--- src/rtl/core/tse_pkg.sv ---
`timescale 1ns / 1ps

package tse_pkg;

    localparam int POS_W = 17;
    localparam int LEN_W = 16;

    localparam logic [POS_W-1:0] POS_MAX   = '1;
    localparam logic [POS_W-1:0] OFF_SID   = 17'd43;
    localparam logic [POS_W-1:0] OFF_CS_HI = 17'd44;
    localparam logic [POS_W-1:0] OFF_CS_LO = 17'd45;
    localparam logic [POS_W-1:0] OFF_NL_HI = 17'd57;
    localparam logic [POS_W-1:0] OFF_NL_LO = 17'd58;
    localparam logic [POS_W-1:0] OFF_NAME  = 17'd59;

    typedef enum logic [1:0] {
        ST_COMPLETE = 2'd0,
        ST_CUT      = 2'd1,
        ST_EARLY    = 2'd2
    } status_t;

    typedef struct packed {
        logic [7:0] data_byte;
        logic       packet_end;
    } in_word_t;

    typedef struct packed {
        logic [7:0] name_byte;
        logic       name_valid;
        logic       is_last;
        status_t    status;
    } out_word_t;

endpackage

--- src/rtl/core/tse_stream_if.sv ---
`timescale 1ns / 1ps

interface tse_stream_if #(
    parameter type T = logic
);
    logic valid;
    logic ready;
    T     payload;

    modport source (output valid, output payload, input ready);
    modport sink   (input valid, input payload, output ready);
endinterface

--- src/rtl/core/tse_parse.sv ---
`timescale 1ns / 1ps

module tse_parse #(
    parameter int MAX_NAME = 64
) (
    input  logic               clk,
    input  logic               rst_n,
    input  logic               step,
    input  tse_pkg::in_word_t  word,
    output logic               res_valid,
    output tse_pkg::out_word_t res
);

    localparam int CNT_W = $clog2(MAX_NAME + 1);

    logic [tse_pkg::POS_W-1:0] pos_reg, pos_next;
    logic [7:0]                sid_reg, sid_next;
    logic [tse_pkg::LEN_W-1:0] cs_reg, cs_next;
    logic [tse_pkg::LEN_W-1:0] nl_reg, nl_next;
    logic [CNT_W-1:0]          cnt_reg, cnt_next;
    logic                      done_reg, done_next;

    logic [tse_pkg::POS_W-1:0] sid_ext;
    logic [tse_pkg::POS_W-1:0] base;
    logic                      at_sid, at_cs_hi, at_cs_lo, at_nl_hi, at_nl_lo, in_name;
    logic [CNT_W-1:0]          cnt_inc;
    logic                      emitted;

    assign sid_ext  = tse_pkg::POS_W'(sid_reg);
    assign base     = sid_ext + tse_pkg::POS_W'(cs_reg);
    assign at_sid   = (pos_reg == tse_pkg::OFF_SID);
    assign at_cs_hi = (pos_reg == tse_pkg::OFF_CS_HI + sid_ext);
    assign at_cs_lo = (pos_reg == tse_pkg::OFF_CS_LO + sid_ext);
    assign at_nl_hi = (pos_reg == tse_pkg::OFF_NL_HI + base);
    assign at_nl_lo = (pos_reg == tse_pkg::OFF_NL_LO + base);
    assign in_name  = (pos_reg >= tse_pkg::OFF_NAME + base);
    assign cnt_inc  = cnt_reg + 1'b1;

    always_comb
    begin
        pos_next  = pos_reg;
        sid_next  = sid_reg;
        cs_next   = cs_reg;
        nl_next   = nl_reg;
        cnt_next  = cnt_reg;
        done_next = done_reg;
        emitted   = 1'b0;
        res_valid = 1'b0;
        res.name_byte  = '0;
        res.name_valid = 1'b0;
        res.is_last    = 1'b0;
        res.status     = tse_pkg::ST_COMPLETE;
        if (step)
        begin
            priority if (at_sid)
            begin
                sid_next = word.data_byte;
            end
            else if (at_cs_hi)
            begin
                cs_next = {word.data_byte, cs_reg[7:0]};
            end
            else if (at_cs_lo)
            begin
                cs_next = {cs_reg[15:8], word.data_byte};
            end
            else if (at_nl_hi)
            begin
                nl_next = {word.data_byte, nl_reg[7:0]};
            end
            else if (at_nl_lo)
            begin
                nl_next = {nl_reg[15:8], word.data_byte};
                if (!done_reg && nl_next == '0)
                begin
                    // empty name: status-only completion
                    done_next   = 1'b1;
                    res_valid   = 1'b1;
                    res.is_last = 1'b1;
                end
            end
            else if (in_name && !done_reg)
            begin
                cnt_next       = cnt_inc;
                emitted        = 1'b1;
                res_valid      = 1'b1;
                res.name_byte  = word.data_byte;
                res.name_valid = 1'b1;
                priority if (tse_pkg::LEN_W'(cnt_inc) == nl_reg)
                begin
                    done_next   = 1'b1;
                    res.is_last = 1'b1;
                end
                else if (cnt_inc >= CNT_W'(MAX_NAME))
                begin
                    done_next   = 1'b1;
                    res.is_last = 1'b1;
                    res.status  = tse_pkg::ST_CUT;
                end
                else if (word.packet_end)
                begin
                    done_next   = 1'b1;
                    res.is_last = 1'b1;
                    res.status  = tse_pkg::ST_EARLY;
                end
                else
                begin
                    res.is_last = 1'b0;
                end
            end
            else
            begin
                emitted = 1'b0;
            end

            if (word.packet_end && !done_next && !emitted && !res_valid)
            begin
                res_valid   = 1'b1;
                res.is_last = 1'b1;
                res.status  = tse_pkg::ST_EARLY;
            end

            if (word.packet_end)
            begin
                pos_next  = '0;
                sid_next  = '0;
                cs_next   = '0;
                nl_next   = '0;
                cnt_next  = '0;
                done_next = 1'b0;
            end
            else if (pos_reg != tse_pkg::POS_MAX)
            begin
                pos_next = pos_reg + 1'b1;
            end
        end
    end

    always_ff @(posedge clk or negedge rst_n)
    begin
        if (!rst_n)
        begin
            pos_reg  <= '0;
            sid_reg  <= '0;
            cs_reg   <= '0;
            nl_reg   <= '0;
            cnt_reg  <= '0;
            done_reg <= 1'b0;
        end
        else
        begin
            pos_reg  <= pos_next;
            sid_reg  <= sid_next;
            cs_reg   <= cs_next;
            nl_reg   <= nl_next;
            cnt_reg  <= cnt_next;
            done_reg <= done_next;
        end
    end

endmodule

--- src/rtl/core/tls_sni_extractor.sv ---
// TLS ClientHello server name extractor.
// pkt: payload bytes of one TCP packet, one word per byte, starting at the
//   TLS record header; packet_end marks the last byte of the packet.
// sni: server name bytes in order (name_valid = 1), at most MAX_NAME of them.
//   Each packet that reaches its name or ends gets exactly one word with
//   is_last = 1; status then tells complete, cut at MAX_NAME, or ended early.
//   A status-only word has name_valid = 0 and name_byte = 0.
// Fixed offsets: session id length at 43, suite length after it, name length
//   at 57+sid+cs, name from 59+sid+cs.
// Throughput: one byte per cycle, sustained while sni is ready.
// A result word reaches sni through the input register, then the parse step
//   into the output register.
// Bytes that produce no result are consumed without a sni word.
// Reset clears the parse state and the valid flags of both pipeline registers;
//   the block is ready right after reset. Parse state also clears after each packet_end.
// When sni stalls, the output register holds its word, the input register
//   takes one more byte, and pkt.ready then drops until sni drains.
`timescale 1ns / 1ps

module tls_sni_extractor #(
    parameter int MAX_NAME = 64
) (
    input logic           clk,
    input logic           rst_n,
    tse_stream_if.sink    pkt,
    tse_stream_if.source  sni
);

    logic               s1_valid_reg;
    tse_pkg::in_word_t  s1_word_reg;
    logic               out_valid_reg;
    tse_pkg::out_word_t out_word_reg;

    logic               out_free;
    logic               step;
    logic               res_valid;
    tse_pkg::out_word_t res;

    assign out_free    = !out_valid_reg || sni.ready;
    assign step        = s1_valid_reg && out_free;
    assign pkt.ready   = !s1_valid_reg || step;
    assign sni.valid   = out_valid_reg;
    assign sni.payload = out_word_reg;

    tse_parse #(
        .MAX_NAME (MAX_NAME)
    ) u_parse (
        .clk       (clk),
        .rst_n     (rst_n),
        .step      (step),
        .word      (s1_word_reg),
        .res_valid (res_valid),
        .res       (res)
    );

    always_ff @(posedge clk or negedge rst_n)
    begin
        if (!rst_n)
        begin
            s1_valid_reg  <= 1'b0;
            out_valid_reg <= 1'b0;
        end
        else
        begin
            if (pkt.valid && pkt.ready)
            begin
                s1_valid_reg <= 1'b1;
            end
            else if (step)
            begin
                s1_valid_reg <= 1'b0;
            end

            if (step && res_valid)
            begin
                out_valid_reg <= 1'b1;
            end
            else if (sni.ready)
            begin
                out_valid_reg <= 1'b0;
            end
        end
    end

    always_ff @(posedge clk)
    begin
        if (pkt.valid && pkt.ready)
        begin
            s1_word_reg <= pkt.payload;
        end
        if (step && res_valid)
        begin
            out_word_reg <= res;
        end
    end

endmodule

--- src/flat_wrapper.sv ---
// flat-port wrapper written by rule: the top's interface ports become plain ports
module tls_sni_extractor_flat 
#(
    parameter int MAX_NAME = 64
)
  (clk, rst_n, pkt_valid, pkt_payload, pkt_ready, sni_valid, sni_payload, sni_ready);
  tse_stream_if pkt_i ();
  tse_stream_if sni_i ();
  input logic clk;
  input logic rst_n;
  input wire logic [$bits(pkt_i.valid)-1:0] pkt_valid;
  input wire logic [$bits(pkt_i.payload)-1:0] pkt_payload;
  output wire logic [$bits(pkt_i.ready)-1:0] pkt_ready;
  output wire logic [$bits(sni_i.valid)-1:0] sni_valid;
  output wire logic [$bits(sni_i.payload)-1:0] sni_payload;
  input wire logic [$bits(sni_i.ready)-1:0] sni_ready;
  assign pkt_i.valid = pkt_valid;
  assign pkt_i.payload = pkt_payload;
  assign pkt_ready = pkt_i.ready;
  assign sni_valid = sni_i.valid;
  assign sni_payload = sni_i.payload;
  assign sni_i.ready = sni_ready;
  tls_sni_extractor #(.MAX_NAME(MAX_NAME)) u_core (.clk(clk), .rst_n(rst_n), .pkt(pkt_i), .sni(sni_i));
endmodule
--- config.mk ---
export PLATFORM = sky130hd
export DESIGN_NAME = tls_sni_extractor_flat
export DESIGN_NICKNAME = d
export VERILOG_FILES = /design/src/rtl/core/tse_pkg.sv /design/src/rtl/core/tse_stream_if.sv /design/src/rtl/core/tse_parse.sv /design/src/rtl/core/tls_sni_extractor.sv /design/src/flat_wrapper.sv
export SDC_FILE = /design/constraint.sdc
export NUM_CORES = 1
export LEC_CHECK = 0
export ABC_CLOCK_PERIOD_IN_PS = 4330
export BUFFER_PORTS_ARGS = -buffer_cell sky130_fd_sc_hd__buf_2
export CAP_MARGIN = 40
export CORE_MARGIN = 2
export CORE_UTILIZATION = 60
export CTS_CLUSTER_SIZE = 28
export DETAILED_ROUTE_END_ITERATION = 7
export GPL_TIMING_DRIVEN = 0
export PLACE_DENSITY = 0.88
export SETUP_SLACK_MARGIN = 0.02
export SYNTH_ARGS = -nofsm -noshare
export SYNTH_HDL_FRONTEND = slang
export SYNTH_HIERARCHICAL = 1
export SYNTH_SLANG_ARGS = --single-unit
--- constraint.sdc ---
create_clock -name clk -period 4.33 [get_ports clk]
set_input_delay 0.2165 -clock clk [delete_from_list [all_inputs] [get_ports clk]]
set_output_delay 0.2165 -clock clk [all_outputs]
set_load 0.02 [all_outputs]
==> summary.txt <==
Cells and area
  – N_diodes: 0
  – Largest register FFs: 17
  – Nets: 923
  – Share of cells above drive strength 1: 24.0%
  – Area Growth Syn to Fin: 22.5%
  – Fin util: 74.5%
  – Most frequent cells in the layout: nand2_1 (67), dfrtp_1 (67), nor2_1 (57), xnor2_1 (53), buf_4 (46)

Global route
  – Initial antenna violation count: 0
  – Vias in the first global route: 6595
  – Congestion Overflow GR: 0
  – Pin count of the biggest net entering global routing: 68
  – First-pass GRT wire length: 32800 µm
  – All-Layer GR Usage: 33.0%

STA
  – Clock Skew: 0.0116 ns
  – Worst-Margin Slew: 1.07 ns
  – Final setup vio count: 27
  – Final Hold Viols: 11
  – RSZ-0062 raised after global routing: yes
  – Tmin final: 4.76 ns
  – Setup TNS: -7.84 ns
  – Max Slew Vio Count: 0
  – Slack of the critical path: -0.435 ns
  – Hold WS: -0.0192 ns
  – Final Cycle Share: 110%
  – Fmax: 210 MHz
  – Worst relative slew slack: 27.0%

Logic synthesis
  – Synth warnings: 6
  – Synth Area per Inst: 8.58 µm²
  – Mapped Cells: 799
  – Cell Area, Synth: 6860 µm²

Setup path
  – Critical path launch point: u_core/u_parse/cs_reg[0]$_DFFE_PN0P_
  – Critical Path End: u_core/sni.payload$_DFFE_PP_
  – Startpoint Class: flip-flop
  – WP buf/inv: 3
  – Worst Path Max Fanout: 6
  – Slowest-stage cell, CP: fa_2
  – Worst path top cell family by delay: compound AO/OA/AOI/OAI gates
  – R2r startpoint: u_core/u_parse/cs_reg[0]$_DFFE_PN0P_
  – Largest stage delay, worst path: 0.39 ns
  – CP cell instances: ha_2 -> inv_2 -> fa_2 -> nor2b_4 -> o2111ai_4 -> buf_6 -> a31oi_4 -> buf_4 -> nand4b_1 -> o221a_2 -> nor2_1 -> xor2_1 -> ha_1 -> nand4_1 -> nor2_2 -> o31ai_2 -> a21boi_2 -> o21ai_2 -> a21oi_4 -> nand4_4 -> nand3_2 -> nand2_2 -> nor2b_2
  – Critical path required time: 4.38 ns
  – FF-to-FF path depth: 23
  – Crit path depth: 23
  – Critical Path End Type: flip-flop
  – Worst EP arrival: 4.82 ns
  – CP Class: flip-flop to flip-flop
  – FF-to-FF setup slack: -0.43 ns
  – RR Endpoint: u_core/sni.payload$_DFFE_PP_

Run status
  – Failing checks: hold timing, setup timing
  – Status: complete, but fails checks

Floorplanning
  – Initial Utilization: 60.8%
  – Die W: 111 µm
  – Die footprint: 12300 µm²
  – Num rows: 39
  – Core area: 11300 µm²
  – Die Y-Extent: 111 µm
  – Top Ports: 8

Route
  – Antenna Violating Nets Remaining: 0
  – Routed length per placed instance: 22.2 µm
  – Vias per cell: 6.92
  – Routed vias: 7125
  – # DRC: 0
  – DR iter-0 viols: 985
  – Final wirelength: 22900 µm
  – Initial DRT Pass Iterations: 8

Min path
  – Worst hold-check path type: primary input to async pin

Placed design
  – Worst slack at placement: -0.774 ns
  – IO Port Bufs: 7
  – Hpwl dp: 13800 µm
  – GPL Wtd Cong: 0.954

Power and ir drop
  – Switching Share: 46.1%
  – Power Dens Cells: 508 nW/µm²
  – Logic pwr share: 62.9%
  – Worst VDD drop: 0.315 mV
  – Sequential Power Share: 20.1%
  – Pleak: 3.44 nW
  – Power Internal: 0.00230 W
  – Clock Power Share: 17.0%
  – P_sw: 0.00197 W

Clock network
  – Clock Latency Late Sink: 0.34 ns
  – Reg clk slew, reported paths: 0.06 ns
  – CTS Buf Count: 9
  – CTS Root Cell: clkbuf_16
  – Clock Path Buffers: 2
  – CTS tree: done
  – CTS Sinks: 69
  – CTS Hold Bufs: 0
  – H-Tree Depth: 3

Run
  – Total of max-cap violations: 0
==> how the worst min path moves through the flow <==
stage	end	startpoint	slack, ns
after floorplan	u_core/s1_valid_reg$_DFFE_PN0P_	rst_n	-0.08
after global placement	u_core/s1_word_reg[0]$_DFFE_PP_	pkt_payload	0.39
after detailed placement	u_core/u_parse/cnt_reg[5]$_DFFE_PN0P_	rst_n	0.37
after CTS	u_core/u_parse/cnt_reg[5]$_DFFE_PN0P_	rst_n	0.01
after global routing	u_core/s1_word_reg[0]$_DFFE_PP_	pkt_payload	0.06
final	u_core/u_parse/cnt_reg[5]$_DFFE_PN0P_	rst_n	-0.02
==> worst reg2reg max path, cell delays in order, from the launching register on <==
cell and delay [ns]:
dfrtp_1 0.37, ha_2 0.20, inv_2 0.04, fa_2 0.39, nor2b_4 0.18, o2111ai_4 0.23, buf_6 0.19, a31oi_4 0.25
buf_4 0.16, nand4b_1 0.17, o221a_2 0.26, nor2_1 0.17, xor2_1 0.11, ha_1 0.33, nand4_1 0.13, nor2_2 0.17
o31ai_2 0.14, a21boi_2 0.18, o21ai_2 0.10, a21oi_4 0.22, nand4_4 0.19, nand3_2 0.11, nand2_2 0.07, nor2b_2 0.14
==> per-stage QoR <==
stage | cells | total power, W | instance area, µm²
after floorplan | 816 | 0.00251 | 7000
after global placement | 966 | 0.00291 | 7210
final | 1030 | 0.00426 | 8400
after CTS | 1014 | 0.00398 | 8060
after detailed placement | 968 | 0.00297 | 7230
after global routing | 1030 | 0.00447 | 8400
==> metal layers <==
| layer | vias up | global-route usage [%] | routed length [µm] |
|---|---|---|---|
| met3 | 168 | 4.76 | 2170 |
| li1 | 3077 | - | - |
| met1 | 3358 | 42.2 | 8390 |
| met2 | 522 | 54.7 | 10800 |
| met5 | - | 0 | 0 |
| met4 | 0 | 16.6 | 1500 |
==> final cells by class <==
cell class / count / area [µm²]
Inverter: 33 / 124
Buffer: 42 / 233
Timing Repair Buffer: 55 / 438
Tap cell: 143 / 179
Fill cell: 688 / 2880
Sequential cell: 69 / 1740
Multi-Input combinational cell: 672 / 5390
Clock buffer: 10 / 229
Clock inverter: 6 / 63.8
==> power groups by stage <==
stage                     clock [W]  combinational, W  sequential, W
after global placement            0           0.00206       0.000855
after global routing       0.000753           0.00285       0.000864
after detailed placement          0           0.00211       0.000859
after CTS                  0.000730           0.00240       0.000846
final                      0.000726           0.00268       0.000857
after floorplan                   0           0.00169       0.000829
==> what timing repair did <==
item	CTS	global route
pin swaps	31	27
resized for setup	58	36
endpoints found under the setup margin	27	27
buffers inserted	30	16
(Power assumes the default switching activity.)
